==> src/rtl/stla_pkg.sv <==
// Shared types and constants of the strip and list triangle assembler.
package stla_pkg;

   localparam int IDX_BITS       = 16;
   localparam int CSR_DATA_BITS  = 16;
   localparam int CSR_INDEX_BITS = 1;
   localparam int QUEUE_DEPTH    = 4;

   localparam logic [CSR_INDEX_BITS-1:0] CSR_VERTEX_COUNT = 1'd0;
   localparam logic [CSR_INDEX_BITS-1:0] CSR_LIST_MODE    = 1'd1;

   localparam logic KIND_TRIANGLE = 1'b0;
   localparam logic KIND_ERROR    = 1'b1;

   localparam logic [IDX_BITS-1:0] VERTEX_COUNT_RESET = 16'hFFFF;
   localparam logic [1:0]          GATHER_FULL        = 2'd2;

   typedef struct packed {
      logic [IDX_BITS-1:0] vertex_index;
      logic                end_of_strip;
   } req_type;

   typedef struct packed {
      logic [IDX_BITS-1:0] corner_a;
      logic [IDX_BITS-1:0] corner_b;
      logic [IDX_BITS-1:0] corner_c;
      logic                out_kind;
   } rsp_type;

endpackage

==> src/rtl/stla_front.sv <==
// Front end: configuration, gathering state and candidate triangle forming.
module stla_front (
   input  logic                                  clock,
   input  logic                                  reset,
   input  logic                                  csr_write,
   input  logic [stla_pkg::CSR_INDEX_BITS-1:0]   csr_index,
   input  logic [stla_pkg::CSR_DATA_BITS-1:0]    csr_wdata,
   input  logic                                  accept,
   input  stla_pkg::req_type                     req_item,
   output logic                                  cmd_push,
   output stla_pkg::rsp_type                     cmd_item
);

   logic [stla_pkg::IDX_BITS-1:0] vcount_ff, vcount_in;
   logic                          list_ff, list_in;
   logic [stla_pkg::IDX_BITS-1:0] older_ff, older_in;
   logic [stla_pkg::IDX_BITS-1:0] newer_ff, newer_in;
   logic [1:0]                    count_ff, count_in;
   logic                          odd_ff, odd_in;
   logic                          err_ff, err_in;

   logic [stla_pkg::IDX_BITS-1:0] idx;
   logic                          formed;

   always_comb begin
      vcount_in = vcount_ff;
      list_in   = list_ff;
      if (csr_write) begin
         case (csr_index)
            stla_pkg::CSR_VERTEX_COUNT: vcount_in = csr_wdata[stla_pkg::IDX_BITS-1:0];
            stla_pkg::CSR_LIST_MODE:    list_in   = csr_wdata[0];
            default: begin
            end
         endcase
      end
   end

   always_comb begin
      idx      = req_item.vertex_index;
      formed   = (count_ff == stla_pkg::GATHER_FULL);
      older_in = older_ff;
      newer_in = newer_ff;
      count_in = count_ff;
      odd_in   = odd_ff;
      err_in   = err_ff;
      cmd_push = 1'b0;
      cmd_item = '{corner_a: idx, corner_b: newer_ff, corner_c: idx,
                   out_kind: stla_pkg::KIND_TRIANGLE};
      cmd_item.corner_b = newer_ff;
      cmd_item.corner_a = older_ff;
      if (accept && !err_ff) begin
         if (idx >= vcount_ff) begin
            // out of range: report once, latch, drop the gathered indices
            err_in   = 1'b1;
            count_in = 2'd0;
            odd_in   = 1'b0;
            cmd_push = 1'b1;
            cmd_item = '{corner_a: idx, corner_b: '0, corner_c: '0,
                         out_kind: stla_pkg::KIND_ERROR};
         end else begin
            if (list_ff) begin
               odd_in = 1'b0;
               if (formed) begin
                  cmd_push = 1'b1;
                  count_in = 2'd0;
               end else if (count_ff == 2'd1) begin
                  newer_in = idx;
                  count_in = 2'd2;
               end else begin
                  older_in = idx;
                  count_in = 2'd1;
               end
            end else begin
               if (formed) begin
                  cmd_push = 1'b1;
                  // swap the first two corners at odd positions to keep winding
                  if (odd_ff) begin
                     cmd_item.corner_a = newer_ff;
                     cmd_item.corner_b = older_ff;
                  end
               end else begin
                  count_in = count_ff + 2'd1;
               end
               older_in = newer_ff;
               newer_in = idx;
               odd_in   = !odd_ff;
            end
            if (req_item.end_of_strip) begin
               count_in = 2'd0;
               odd_in   = 1'b0;
            end
         end
      end
   end

   always_ff @(posedge clock) begin
      if (reset) begin
         vcount_ff <= stla_pkg::VERTEX_COUNT_RESET;
         list_ff   <= 1'b0;
         older_ff  <= '0;
         newer_ff  <= '0;
         count_ff  <= 2'd0;
         odd_ff    <= 1'b0;
         err_ff    <= 1'b0;
      end else begin
         vcount_ff <= vcount_in;
         list_ff   <= list_in;
         older_ff  <= older_in;
         newer_ff  <= newer_in;
         count_ff  <= count_in;
         odd_ff    <= odd_in;
         err_ff    <= err_in;
      end
   end

   a_err_sticky : assert property (@(posedge clock) disable iff (reset)
      err_ff |=> err_ff)
      else $error("sticky error cleared without reset");

   a_count_range : assert property (@(posedge clock) disable iff (reset)
      count_ff != 2'd3)
      else $error("gathered count beyond two");

   a_list_parity : assert property (@(posedge clock) disable iff (reset)
      (accept && list_ff && !err_ff) |=> !odd_ff)
      else $error("parity set in list mode");

endmodule

==> src/rtl/stla_queue.sv <==
// Short command queue between the front end and the back end.
module stla_queue #(
   parameter int DEPTH = stla_pkg::QUEUE_DEPTH
) (
   input  logic              clock,
   input  logic              reset,
   input  logic              push,
   input  stla_pkg::rsp_type push_item,
   output logic              full,
   input  logic              pop,
   output stla_pkg::rsp_type pop_item,
   output logic              empty
);

   localparam int PTR_BITS   = (DEPTH > 1) ? $clog2(DEPTH) : 1;
   localparam int COUNT_BITS = $clog2(DEPTH + 1);
   localparam logic [PTR_BITS-1:0]   LAST_PTR  = PTR_BITS'(DEPTH - 1);
   localparam logic [COUNT_BITS-1:0] DEPTH_CNT = COUNT_BITS'(DEPTH);
   localparam logic [PTR_BITS-1:0]   PTR_ONE   = PTR_BITS'(1);
   localparam logic [COUNT_BITS-1:0] COUNT_ONE = COUNT_BITS'(1);

   stla_pkg::rsp_type      mem_ff [DEPTH];
   logic [PTR_BITS-1:0]    wr_ptr_ff, wr_ptr_in;
   logic [PTR_BITS-1:0]    rd_ptr_ff, rd_ptr_in;
   logic [COUNT_BITS-1:0]  count_ff, count_in;

   always_comb begin
      wr_ptr_in = wr_ptr_ff;
      rd_ptr_in = rd_ptr_ff;
      count_in  = count_ff;
      if (push) begin
         wr_ptr_in = (wr_ptr_ff == LAST_PTR) ? '0 : wr_ptr_ff + PTR_ONE;
      end
      if (pop) begin
         rd_ptr_in = (rd_ptr_ff == LAST_PTR) ? '0 : rd_ptr_ff + PTR_ONE;
      end
      if (push && !pop) begin
         count_in = count_ff + COUNT_ONE;
      end else if (pop && !push) begin
         count_in = count_ff - COUNT_ONE;
      end
   end

   always_ff @(posedge clock) begin
      if (reset) begin
         wr_ptr_ff <= '0;
         rd_ptr_ff <= '0;
         count_ff  <= '0;
      end else begin
         wr_ptr_ff <= wr_ptr_in;
         rd_ptr_ff <= rd_ptr_in;
         count_ff  <= count_in;
      end
   end

   always_ff @(posedge clock) begin
      if (push) begin
         mem_ff[wr_ptr_ff] <= push_item;
      end
   end

   assign pop_item = mem_ff[rd_ptr_ff];
   assign full     = (count_ff == DEPTH_CNT);
   assign empty    = (count_ff == '0);

   a_no_overflow : assert property (@(posedge clock) disable iff (reset)
      push |-> !full)
      else $error("push into full queue");

   a_no_underflow : assert property (@(posedge clock) disable iff (reset)
      pop |-> !empty)
      else $error("pop from empty queue");

   a_count_bound : assert property (@(posedge clock) disable iff (reset)
      count_ff <= DEPTH_CNT)
      else $error("queue count beyond depth");

endmodule

==> src/rtl/stla_back.sv <==
// Back end: degenerate triangle filter and result output register.
module stla_back (
   input  logic              clock,
   input  logic              reset,
   input  logic              cmd_empty,
   input  stla_pkg::rsp_type cmd_item,
   output logic              cmd_pop,
   output logic              rsp_empty,
   input  logic              rsp_pop,
   output stla_pkg::rsp_type rsp_item
);

   logic              valid_ff, valid_in;
   stla_pkg::rsp_type data_ff, data_in;
   logic              degen;
   logic              room;

   always_comb begin
      degen = (cmd_item.out_kind == stla_pkg::KIND_TRIANGLE) &&
              ((cmd_item.corner_a == cmd_item.corner_b) ||
               (cmd_item.corner_b == cmd_item.corner_c) ||
               (cmd_item.corner_a == cmd_item.corner_c));
      room     = !valid_ff || rsp_pop;
      // drop degenerates right away, forward the rest when the register frees
      cmd_pop  = !cmd_empty && (degen || room);
      valid_in = valid_ff && !rsp_pop;
      data_in  = data_ff;
      if (cmd_pop && !degen) begin
         valid_in = 1'b1;
         data_in  = cmd_item;
      end
   end

   always_ff @(posedge clock) begin
      if (reset) begin
         valid_ff <= 1'b0;
      end else begin
         valid_ff <= valid_in;
      end
   end

   always_ff @(posedge clock) begin
      data_ff <= data_in;
   end

   assign rsp_empty = !valid_ff;
   assign rsp_item  = data_ff;

endmodule

==> src/rtl/strip_list_triangle_assembler_core.sv <==
// Top level of the strip and list triangle assembler.
//
//   channel  ports                          direction  moves
//   request  req_push, req_full, req_item   in         one vertex index + end flag
//   result   rsp_pop, rsp_empty, rsp_item   out        one triangle or error
//   csr      csr_write, csr_index, csr_wdata in        vertex count, list mode
//
// One request is taken every cycle while the command queue has room; a
// request reaches the result ports through a queue entry, written at its
// accepting edge, and then the output register.
// Reset (synchronous, active high) restores vertex count 65535, strip mode,
// empty gathering state and a clear error flag.
// A stalled result holds in the output register while the queue keeps
// absorbing requests; req_full rises only once QUEUE_DEPTH commands wait.
module strip_list_triangle_assembler_core #(
   parameter int QUEUE_DEPTH = stla_pkg::QUEUE_DEPTH
) (
   input  logic                                 clock,
   input  logic                                 reset,
   input  logic                                 csr_write,
   input  logic [stla_pkg::CSR_INDEX_BITS-1:0]  csr_index,
   input  logic [stla_pkg::CSR_DATA_BITS-1:0]   csr_wdata,
   input  logic                                 req_push,
   output logic                                 req_full,
   input  stla_pkg::req_type                    req_item,
   input  logic                                 rsp_pop,
   output logic                                 rsp_empty,
   output stla_pkg::rsp_type                    rsp_item
);

   logic              accept;
   logic              cmd_push;
   stla_pkg::rsp_type cmd_push_item;
   logic              cmd_full;
   logic              cmd_pop;
   logic              cmd_empty;
   stla_pkg::rsp_type cmd_pop_item;

   // take a request whenever the queue can hold whatever it might produce
   assign accept   = req_push && !cmd_full;
   assign req_full = cmd_full;

   // front: track the strip or list, form candidate triangles and errors
   stla_front u_front (
      .clock     (clock),
      .reset     (reset),
      .csr_write (csr_write),
      .csr_index (csr_index),
      .csr_wdata (csr_wdata),
      .accept    (accept),
      .req_item  (req_item),
      .cmd_push  (cmd_push),
      .cmd_item  (cmd_push_item)
   );

   // decouple the front from output stalls
   stla_queue #(
      .DEPTH (QUEUE_DEPTH)
   ) u_queue (
      .clock     (clock),
      .reset     (reset),
      .push      (cmd_push),
      .push_item (cmd_push_item),
      .full      (cmd_full),
      .pop       (cmd_pop),
      .pop_item  (cmd_pop_item),
      .empty     (cmd_empty)
   );

   // back: drop degenerate triangles, hold the oldest result for the consumer
   stla_back u_back (
      .clock     (clock),
      .reset     (reset),
      .cmd_empty (cmd_empty),
      .cmd_item  (cmd_pop_item),
      .cmd_pop   (cmd_pop),
      .rsp_empty (rsp_empty),
      .rsp_pop   (rsp_pop),
      .rsp_item  (rsp_item)
   );

endmodule
==> config.mk <==
export PLATFORM = sky130hd
export DESIGN_NAME = strip_list_triangle_assembler_core
export DESIGN_NICKNAME = d
export VERILOG_FILES = /design/src/rtl/stla_pkg.sv /design/src/rtl/stla_front.sv /design/src/rtl/stla_queue.sv /design/src/rtl/stla_back.sv /design/src/rtl/strip_list_triangle_assembler_core.sv
export SDC_FILE = /design/constraint.sdc
export NUM_CORES = 1
export LEC_CHECK = 0
export ABC_CLOCK_PERIOD_IN_PS = 13150
export CELL_PAD_IN_SITES_DETAIL_PLACEMENT = 0
export CELL_PAD_IN_SITES_GLOBAL_PLACEMENT = 1
export CORE_ASPECT_RATIO = 1.75
export CORE_MARGIN = 2
export CORE_UTILIZATION = 45
export DETAILED_ROUTE_END_ITERATION = 7
export DONT_BUFFER_PORTS = 1
export PLACE_DENSITY = 0.76
export SLEW_MARGIN = 5
export SYNTH_ARGS = -nofsm -noshare
export SYNTH_HDL_FRONTEND = slang
export SYNTH_SLANG_ARGS = --single-unit
==> constraint.sdc <==
create_clock -name clock -period 13.15 [get_ports clock]
set_clock_uncertainty 0.2 [all_clocks]
set_input_delay 2.63 -clock clock [delete_from_list [all_inputs] [get_ports clock]]
set_output_delay 2.63 -clock clock [all_outputs]
set_load 0.03 [all_outputs]
After elaboration in Yosys (flattened, before gate mapping):

Memories as Yosys holds them, arrays and structs flattened. A register that Yosys moved wholly into a read port is not among the register bits.
Index checks and enable logic that the tools add are counted.

* bits in writable memories: 196
* memories: 1
* input port bits: 39
* register bits: 110

Memories
* u_queue.mem_ff: depth 4, width 49, rd ports 1, clocked after Yosys merged registers in 1, wr ports 1, RTL line stla_queue.sv:22 `stla_pkg::rsp_type mem_ff [DEPTH];`

* equality and inequality tests: 12
* reduce and logical (&&, ||, !) cells: 29
* mux-type cells: 33
* $add $sub $neg: 5
* bitwise logic cells: 3
* $lt $le $gt $ge: 1

Operator list (count)
* 32-bit 2-to-1 mux: 4
* 16-bit 2-to-1 mux: 6
* 49-bit 2-to-1 mux: 1
* 16-bit == test: 3
* 2-bit 2-to-1 mux: 10
* 17-bit 2-to-1 mux: 1
* 16-bit greater-or-equal comparator: 1
* 1-bit logical NOT: 9
* 1-bit 2-to-1 mux: 9
* 1-bit logical AND: 8
* 2-bit AND reduction: 4
* 4-bit AND reduction: 2
* 2-bit by 1-bit adder with 2-bit output, second input constant: 3
* 2-bit == test, second input constant: 3
* 3-bit 2-to-1 mux: 2
* 2-bit != test, second input constant: 3
* 1-bit logical OR: 4
* 4-bit by 3-bit != test with 1-bit output, second input constant: 1
* 3-bit by 1-bit adder with 3-bit output, second input constant: 1
* 3-bit == test, second input constant: 1
* 3-bit logical NOT: 1
* 1-bit NOT: 3
* 3-bit by 1-bit subtractor with 3-bit output, second input constant: 1
* 2-bit by 1-bit == test with 1-bit output, second input constant: 1
* 2-bit nonzero test: 1

Depth between registers and ports, before layout:

Gate-level depths: netlist of the first run.

* depth after elaboration: 9
* depth in mapped cells: 16
* gate-level depth less buffers: 15

Hierarchy:

Synthesis of the first run repeated with hierarchy kept, for this count alone.

* cells, all modules: 844
* area total of the unflattened synthesis: 12964.9 sq um

By module, submodules not included
* stla_queue: area an instance 7532.2 sq um, cells an instance 300, times used 1
* stla_front: area an instance 3353.2 sq um, cells an instance 420, times used 1
* stla_back: area an instance 2065.7 sq um, cells an instance 123, times used 1
* strip_list_triangle_assembler_core: area an instance 13.8 sq um, cells an instance 1, times used 1

Least setup slack after synthesis of the first run:

OpenSTA, ideal clock, no wires.

* path type: input to register
* start point: input req_item[10] (netlist name)
* end point: memory u_queue.mem_ff[0][0] (netlist name), enable pin
* cell stages on the path: 10
* path slack: 7.235 ns
* arrival time: 5.234 ns
* required time: 12.469 ns
* cell sequence: ha_1 -> a21o_1 -> a21o_1 -> a21o_1 -> a21o_1 -> a211o_1 -> a221o_1 -> buf_2 -> o21a_1 -> and2_1

* cells in the longest elaborated chain, start to end: 5

Ends and longest elaborated chain
* start: declaration: RTL line strip_list_triangle_assembler_core.sv:25 `input stla_pkg::req_type req_item,`
* 16-bit greater-or-equal comparator: RTL line stla_front.sv:52 `if (idx >= vcount_ff) begin`
* 1-bit 2-to-1 mux: RTL line stla_front.sv:52
* 1-bit 2-to-1 mux: RTL line stla_front.sv:51 `if (accept && !err_ff) begin`
* named net cmd_push: RTL line strip_list_triangle_assembler_core.sv:32 `logic cmd_push;`
* 1-bit 2-to-1 mux: RTL line stla_queue.sv:57 `if (push) begin`
* 1-bit 2-to-1 mux (implied by the code): RTL line stla_queue.sv:58 `mem_ff[wr_ptr_ff] <= push_item;`
* end: declaration: RTL line stla_queue.sv:22

The timed path passes the listed nets, and every way through them passes these cells.

Worst setup path after layout of the first run:

* start point: input req_item[10] (netlist name)
* end point: register u_queue.count_ff[2]

* cells in the longest elaborated chain, start to end: 6
* elaborated cells between the ends (all ways): 8
* those cells by class: order compare: 1; mux: 3; reduce/logical: 4

Ends and longest elaborated chain
* 16-bit greater-or-equal comparator *: RTL line stla_front.sv:52
* 1-bit 2-to-1 mux *: RTL line stla_front.sv:52
* 1-bit 2-to-1 mux *: RTL line stla_front.sv:51
* named net cmd_push: RTL line strip_list_triangle_assembler_core.sv:32
* 1-bit logical NOT: RTL line stla_queue.sv:39 `end else if (pop && !push) begin`
* 1-bit logical AND: RTL line stla_queue.sv:39
* 2-bit nonzero test (no source line)
* end signal: assignment: RTL line stla_queue.sv:52 `count_ff <= count_in;`
* end: declaration: RTL line stla_queue.sv:25 `logic [COUNT_BITS-1:0] count_ff, count_in;`

Mark *: on every way through the listed nets, which the timed path passes. The rest lies on a longest branch.
A chain may end at the register's enable or synchronous reset.

==> results.tsv, run 1 <==
stage	metric	value	unit
run_status	status	completed	
cells_and_area	drive_gt1_share	13.7	%
synthesis	ys_warn_count	0	
floorplan	die_x	132	um
detailed_routing	vias	6891	
hold_path	worstHoldPathType	register to register	
grt	grt_pass1_vias	7150	
clock_tree	clk_pin_slew	60	ps
sta	setup_viol	0	
clock_tree	cts.sinks	308	
detailed_routing	via_per_inst	5.64	
sta	tns	0	ps
detailed_routing	antenna_left	0	
placed_design	portBuffers	0	
clock_tree	post-cts-setup-buffers	0	
synthesis	synthTopCellsByArea	edfxtp_1 (57%), dfxtp_1 (9.8%), mux4_2 (8.6%)	
synthesis	netlist.area_leader.share	57.3	%
setup_path	cp-start-kind	primary input	
setup_path	path_class	primary input to register	
floorplan	num_rows	81	
synthesis	synthDistinctLibCells	50	
setup_path	timing.critical_path.mode_cell	a21o_1	
power	p_per_area	204	mW/mm2
power	power.leakage	0.00464	uW
setup_path	slowest_delay	350	ps
detailed_routing	drt_wl_total	25.9	mm
grt	overflow	0	
synthesis	postSynthCellCount	832	
grt	grt_max_degree	56	
sta	drv_slew	0	
detailed_routing	drt-initial-drc-count	686	
placed_design	dp_hpwl	17.3	mm
cells_and_area	fillers	2368	
sta	finalCritPeriodShare	43.0	%
synthesis	syn_area_per_cell	15.4	um2
setup_path	path_buf_inv	2	
sta	tightest_slew	1060	ps
synthesis	yosysTopAreaCell	edfxtp_1	
setup_path	cp.arrival	5940	ps
synthesis	async_flop_share	0	%
sta	min_period	5650	ps
clock_tree	cts_root_buf	clkbuf_16	
floorplan	ios	90	
synthesis	synthMostInstantiatedCell	edfxtp_1	
synthesis	yosysSeqAreaShare	67.1	%
synthesis	synth_edf_count	245	
grt	grt_usage	17.5	%
setup_path	worstPathRequired	13430	ps
sta	hold_viol	0	
synthesis	synthesis.nets	896	
clock_tree	cts.repair.resized	0	
synthesis	synth-seq-cells	308	
grt	grt_pass1_wl	40.7	mm
floorplan	core-area	0.0280	mm2
clock_tree	cts_tree	built	
sta	fmax	0.177	GHz
cells_and_area	final_cells	1221	
clock_tree	insertion_delay	550	ps
placed_design	place_congestion	0.730	
synthesis	ys.flop_type	edfxtp_1	
synthesis	synth_common_cells	edfxtp_1 (245), dfxtp_1 (63), mux4_2 (49), nand3_1 (49), a21oi_1 (40)	
floorplan	die_area	0.0299	mm2
cells_and_area	multi_input_area	0.00386	mm2
setup_path	crit_family	compound AO/OA/AOI/OAI gates	
setup_path	crit_slowest_cell	a211o_1	
flow_run	drv_cap	0	
sta	rsz0062_at_grt	false	
placed_design	placedCellCount	1169	
setup_path	endpoint_kind	register	
clock_tree	cts_hold_buf	0	
cells_and_area	n_antenna_cell	0	
floorplan	die_h	227	um
detailed_routing	dr.pass1.iters	4	
power	ir_worst_vdd	133	uV
clock_tree	cts_made_buffers	28	
setup_path	crit_fanout	55	
detailed_routing	drc	0	
synthesis	syn-cell-area	0.0128	mm2
cells_and_area	layout.nets	890	
grt	antenna_found_initial	0	
clock_tree	clockBufferDepth	3	
sta	relSlewSlack	28.8	%
floorplan	start_util	45.9	%
cells_and_area	syn_to_final_growth	9.94	%
cells_and_area	regArea	0.00862	mm2
detailed_routing	avgRoutedWirePerCell	21.3	um
setup_path	path_cells	ha_1, a21o_1, a21o_1, a21o_1, a21o_1, a211o_1, a221o_1, buf_4, o21a_1, ha_1, inv_1, fa_1, xor2_1, or3_1, a21oi_1	
clock_tree	h-tree-depth	1	
stage by stage:
step / worst slack [ps] / total power, uW / hold WS (ps) / instance area (um2) / utilization (%)
3_3_place_gp: 6980 / 2120 / 250 / 13200 / 47.2
5_1_grt: 7320 / 3010 / 302 / 14100 / 50.5
2_1_floorplan: 7230 / 1970 / 245 / 12800 / -
6_report: 7500 / 2880 / 263 / 14100 / 50.5
4_1_cts: 7510 / 2920 / 267 / 14100 / 50.5
3_5_place_dp: 6940 / 2130 / 258 / 13200 / 47.2
registers in the layout (all words and copies together), names as in the netlist, 2 cells and up, named ones only:
register	flops
u_front.count_ff	2
u_front.vcount_ff	16
u_front.newer_ff	16
u_queue.rd_ptr_ff	2
u_back.rsp_item	49
u_queue.count_ff	3
u_front.older_ff	16
u_queue.wr_ptr_ff	2
u_queue.mem_ff	196
cells in the final DEF (no fill, tap or decap), types with 17 or more instances in the layout:
cell type | Yosys | final
mux4_2 | 49 | 49
inv_1 | 38 | 38
a21oi_1 | 40 | 40
ha_1 | 24 | 24
dfxtp_1 | 63 | 61
mux2i_1 | 19 | 19
o21ai_0 | 17 | 17
edfxtp_1 | 245 | 245
clkbuf_16 | 0 | 29
xor2_1 | 18 | 18
nand2_1 | 27 | 27
nand3_1 | 49 | 49
xnor2_1 | 32 | 32
cell type report:
cell class	count	share of cell area, %
clock buffer	36	5.33
clock inverter	16	1.02
inverter	39	1.04
multi-input combinational	433	27.4
sequential	308	61.1
tap	373	3.31
timing repair buffer	16	0.851
worst paths after layout:
| path | startpoint | end | slack, ps | depth (start not counted) |
|---|---|---|---|---|
| hold / removal | u_back.valid_ff | u_back.valid_ff | 260 | 2 |
| setup / recovery | req_item[10] | u_queue.count_ff[2] | 7500 | 15 |
| hold reg to reg | u_back.valid_ff | u_back.valid_ff | 260 | 2 |
| setup reg to reg | register | u_queue.count_ff[2] | 8530 | 12 |
logic make-up after synthesis:
group	share of synthesized area [%]
DFF	67.1
muxes	10.1
adders and majority gates	2.50
AOI/OAI and AO/OA	8.07
buffers and inverters	3.05
xor gates and xnor gates	3.41
and+or+nand+nor	5.75
worst register-to-register path, delay by kind of cell (launching register included):
family | cells | cell delay [ps]
adders and majority gates | 2 | 400
buffers and inverters | 2 | 790
DFF | 1 | 340
and+or+nand+nor | 3 | 1250
muxes | 1 | 770
AOI/OAI and AO/OA | 2 | 520
xor gates and xnor gates | 2 | 270
layer usage:
metal	share of wire, %	vias up	GRT usage, %	wire, um
met5	0	-	0	0
met4	1.8	0	4.98	458
met3	4.3	32	2.69	1110
met2	54	150	32.5	13900
met1	40	3479	21.2	10500
li1	-	3230	-	-
where the power goes:
group          internal, uW  leakage [uW]  switching [uW]
combinational           259       0.00142             390
sequential             1240       0.00279             200
clock                   445      0.000435             345
Note: power is estimated with default switching activity, not from simulation.
==> run 2: changes to the inputs <==
--- a/config.mk
+++ b/config.mk
@@ -5,7 +5,8 @@
 export SDC_FILE = /design/constraint.sdc
 export NUM_CORES = 1
 export LEC_CHECK = 0
-export ABC_CLOCK_PERIOD_IN_PS = 13150
+export ABC_AREA = 1
+export ABC_CLOCK_PERIOD_IN_PS = 5400
 export CELL_PAD_IN_SITES_DETAIL_PLACEMENT = 0
 export CELL_PAD_IN_SITES_GLOBAL_PLACEMENT = 1
 export CORE_ASPECT_RATIO = 1.75
@@ -13,7 +14,7 @@
 export CORE_UTILIZATION = 45
 export DETAILED_ROUTE_END_ITERATION = 7
 export DONT_BUFFER_PORTS = 1
-export PLACE_DENSITY = 0.76
+export PLACE_DENSITY = 0.82
 export SLEW_MARGIN = 5
 export SYNTH_ARGS = -nofsm -noshare
 export SYNTH_HDL_FRONTEND = slang
==> constraint.sdc (replaced) <==
create_clock -name clock -period 5.4 [get_ports clock]
set_clock_uncertainty 0.2 [all_clocks]
set_input_delay 1.08 -clock clock [delete_from_list [all_inputs] [get_ports clock]]
set_output_delay 1.08 -clock clock [all_outputs]
set_load 0.03 [all_outputs]
==> run 2 against run 1 <==
Against the previous run: core utilization shrank 0.98 points; sequential cell count is the same; global-route usage grew 1.0 points; combinational power grew to 3.7 times the previous value; register-to-register slack lost 7300 ps; area after synthesis grew 11%; first-iteration DRC count shrank 19%; count of clock-buffer cells in the layout shrank 1; final cell count grew 60%; critical path type is now register to register.
==> results.tsv, run 2 <==
stage	metric	value	unit	change
run_status	status	completed		
setup_path	slowest_delay	760	ps	+410 ps
clock_tree	cts_made_buffers	28		unchanged
setup_path	path_class	register to register		
sta	rsz0062_at_grt	false		
synthesis	ys.flop_type	edfxtp_1		
sta	setup_viol	0		unchanged
setup_path	worstPathRequired	5640	ps	-7790 ps
clock_tree	cts_root_buf	clkbuf_16		
clock_tree	cts.sinks	308		unchanged
cells_and_area	final_cell_area	0.0155	mm2	+9.8%
grt	grt_pass1_vias	9511		+33%
cells_and_area	syn_to_final_growth	9.17	%	
cells_and_area	layout.nets	1604		+80%
setup_path	ff2ff_setup_slack	1260	ps	-7270 ps
sta	drv_slew	0		unchanged
synthesis	synth_edf_count	245		unchanged
cells_and_area	largest_reg_flops	196		unchanged
hold_path	hold_start	u_queue.count_ff[2]		
sta	hold_viol	0		unchanged
setup_path	endpoint_kind	register		
synthesis	synth_common_cells	nand2_1 (660), edfxtp_1 (245), o21ai_0 (103)		
cells_and_area	layout_commonest_cell	nand2_1		
synthesis	yosysTopAreaCell	edfxtp_1		
setup_path	path_cells	buf_4, nand2_1, nand3_1, nand2_1, nand2_1, nand2_1, a21oi_1, nand2_1, nor2_1, nand2_1, nand3_1, nand2_1, nand2_2, nand2_2, ha_1, inv_1, fa_1, nor2_1, nor2_1, nand2_1, o21ai_0, a21oi_1		
cells_and_area	regArea	0.00862	mm2	about the same
synthesis	synth-seq-cells	308		unchanged
floorplan	start_util	45.3	%	-0.57 points
setup_path	crit_fanout	100		+82%
sta	fmax	0.242	GHz	
power	ir_worst_vdd	274	uV	+110%
floorplan	die_x	138	um	+5.0%
detailed_routing	dr.pass1.iters	5		+1
setup_path	timing.critical_path.mode_cell	nand2_1		
setup_path	ff2ff_path_depth	22		+10
floorplan	ios	90		unchanged
clock_tree	clk_pin_slew	60	ps	about the same
setup_path	cp-start-kind	register		
sta	relSlewSlack	28.2	%	-0.54 points
sta	tightest_slew	1070	ps	+5.71 ps
detailed_routing	avgRoutedWirePerCell	15.6	um	-26%
detailed_routing	via_per_inst	5.12		-9.3%
synthesis	async_flop_share	0	%	unchanged
clock_tree	clockBufferDepth	3		unchanged
cells_and_area	fillers	2851		+20%
placed_design	placedCellCount	1906		+63%
hold_path	hold_end	u_queue.count_ff[2]		
grt	grt_pass1_wl	49.2	mm	+21%
synthesis	synthesis.nets	1625		+81%
grt	overflow	0		unchanged
clock_tree	insertion_delay	560	ps	about the same
placed_design	place_area	0.0145	mm2	+9.9%
sta	worst_slack	1260	ps	-6240 ps
synthesis	netlist.area_leader.share	51.8	%	-5.5 points
placed_design	pre_cts_slack	807	ps	-6130 ps
cells_and_area	drive_gt1_share	5.95	%	-7.7 points
sta	tns	0	ps	unchanged
cells_and_area	final_cells	1958		+60%
detailed_routing	vias	10022		+45%
hold_path	worstHoldPathType	register to register		
detailed_routing	drt_wl_total	30.6	mm	+18%
clock_tree	h-tree-depth	1		unchanged
synthesis	synthMostInstantiatedCell	nand2_1		
detailed_routing	antenna_left	0		unchanged
cells_and_area	n_antenna_cell	0		unchanged
synthesis	yosysSeqAreaShare	60.7	%	-6.4 points
floorplan	die_h	239	um	+5.1%
grt	grt_usage	18.5	%	+1.0 points
detailed_routing	drc	0		unchanged
clock_tree	cts.repair.resized	0		unchanged
flow_run	drv_cap	0		unchanged
grt	grt_max_degree	101		+80%
clock_tree	cts_tree	built		
sta	finalCritPeriodShare	76.7	%	
synthesis	synthTopCellsByArea	edfxtp_1 (52%), nand2_1 (17%), dfxtp_1 (8.9%)		
grt	antenna_found_initial	0		unchanged
synthesis	syn-cell-area	0.0142	mm2	+11%
cells_and_area	largest_register	u_queue.mem_ff		
cells_and_area	multi_input_area	0.00479	mm2	+24%
power	power.leakage	0.00646	uW	+39%
synthesis	syn_area_per_cell	9.09	um2	-41%
setup_path	cp.arrival	4380	ps	-1560 ps
placed_design	portBuffers	0		unchanged
sta	min_period	4140	ps	
setup_path	worstReg2RegEnd	u_queue.count_ff[2]		
floorplan	core-area	0.0313	mm2	+12%
placed_design	dp_hpwl	20.6	mm	+19%
cells_and_area	layout_common_cells	nand2_1 (660), edfxtp_1 (245), o21ai_0 (103)		
synthesis	ys_warn_count	0		unchanged
detailed_routing	drt-initial-drc-count	556		-19%
hold_path	holdPathStages	2		unchanged
power	p_per_area	526	mW/mm2	+160%
floorplan	die_area	0.0330	mm2	+10%
clock_tree	post-cts-setup-buffers	0		unchanged
floorplan	num_rows	86		+6.2%
setup_path	crit_slowest_cell	buf_4		
synthesis	synthDistinctLibCells	31		-38%
synthesis	postSynthCellCount	1561		+88%
clock_tree	cts_hold_buf	0		unchanged
placed_design	place_congestion	0.768		+5.2%
==> run 2: cell types whose count changed in the layout (fill, tap and decap cells not counted), sizes merged, moves of 16 or more <==
cell    previous run  this run
a22o              16         0
a311oi            16         0
inv               39       118
mux2i             19         0
mux4              49         0
nand2             27       662
nand3             49       102
nor2              12        72
nor2b             16         0
o21ai             19       107
xnor2             32         0
xor2              18         1
==> run 2: worst max-delay path by stage <==
stage,startpoint,to,slack (ps)
global route,register,u_queue.count_ff[2],900
CTS,register,u_queue.count_ff[2],1270
global placement,req_item[12],u_queue.count_ff[2],850
floorplan,req_item[4],u_queue.mem_ff[0][0],550
detailed placement,req_item[10],u_queue.count_ff[2],810
finish,register,u_queue.count_ff[2],1260
==> run 2: area by class of cell <==
cell class | count | share of cell area, %
sequential | 308 | 55.6
multi-input combinational | 1064 | 30.9
clock buffer | 35 | 4.69
tap | 396 | 3.20
inverter | 118 | 2.86
clock inverter | 17 | 1.57
timing repair buffer | 20 | 1.13
==> run 2: stage by stage <==
stage | utilization (%) | hold slack [ps] | power [uW]
after global routing | 49.5 | 329 | 8700
after CTS | 49.5 | 300 | 8230
final | 49.5 | 297 | 8140
after detailed placement | 46.4 | 289 | 6160
after floorplan | - | 253 | 5530
after global placement | 46.4 | 277 | 6110
==> run 2: power breakdown <==
part | switching, uW | leakage, uW | total, uW | internal, uW
Sequential | 536 | 0.00280 | 3680 | 3140
Combinational | 1740 | 0.00320 | 2400 | 662
Clock | 858 | 0.000457 | 2070 | 1210
Total | 3130 | 0.00646 | 8140 | 5010
==> run 2: worst max-delay path: cells and delay by family, from the launching register on <==
| family | cells | cell delay [ps] |
|---|---|---|
| and+or+nand+nor | 15 | 1620 |
| AOI/OAI and AO/OA | 3 | 500 |
| DFF | 1 | 330 |
| adders and majority gates | 2 | 390 |
| buffers and inverters | 2 | 880 |
==> run 2: cells by family (layout without fill, tap and decap cells) <==
group / count (synthesis) / after routing / synth area share (%)
simple gates: 843 / 843 / 23.4
flops: 308 / 308 / 60.7
compound gates: 195 / 195 / 7.69
buf+inv: 189 / 190 / 5.84
fa+ha+maj: 25 / 25 / 2.26
xor+xnor: 1 / 1 / 0.0617
==> run 2: routing by layer <==
metal  track usage [%]  wire length (um)  part of all wire (%)
met3              3.61              1590                   5.2
met1              22.1             12700                    41
met2              33.4             15600                    51
met4              6.52               741                   2.4
met5                 0                 0                     0
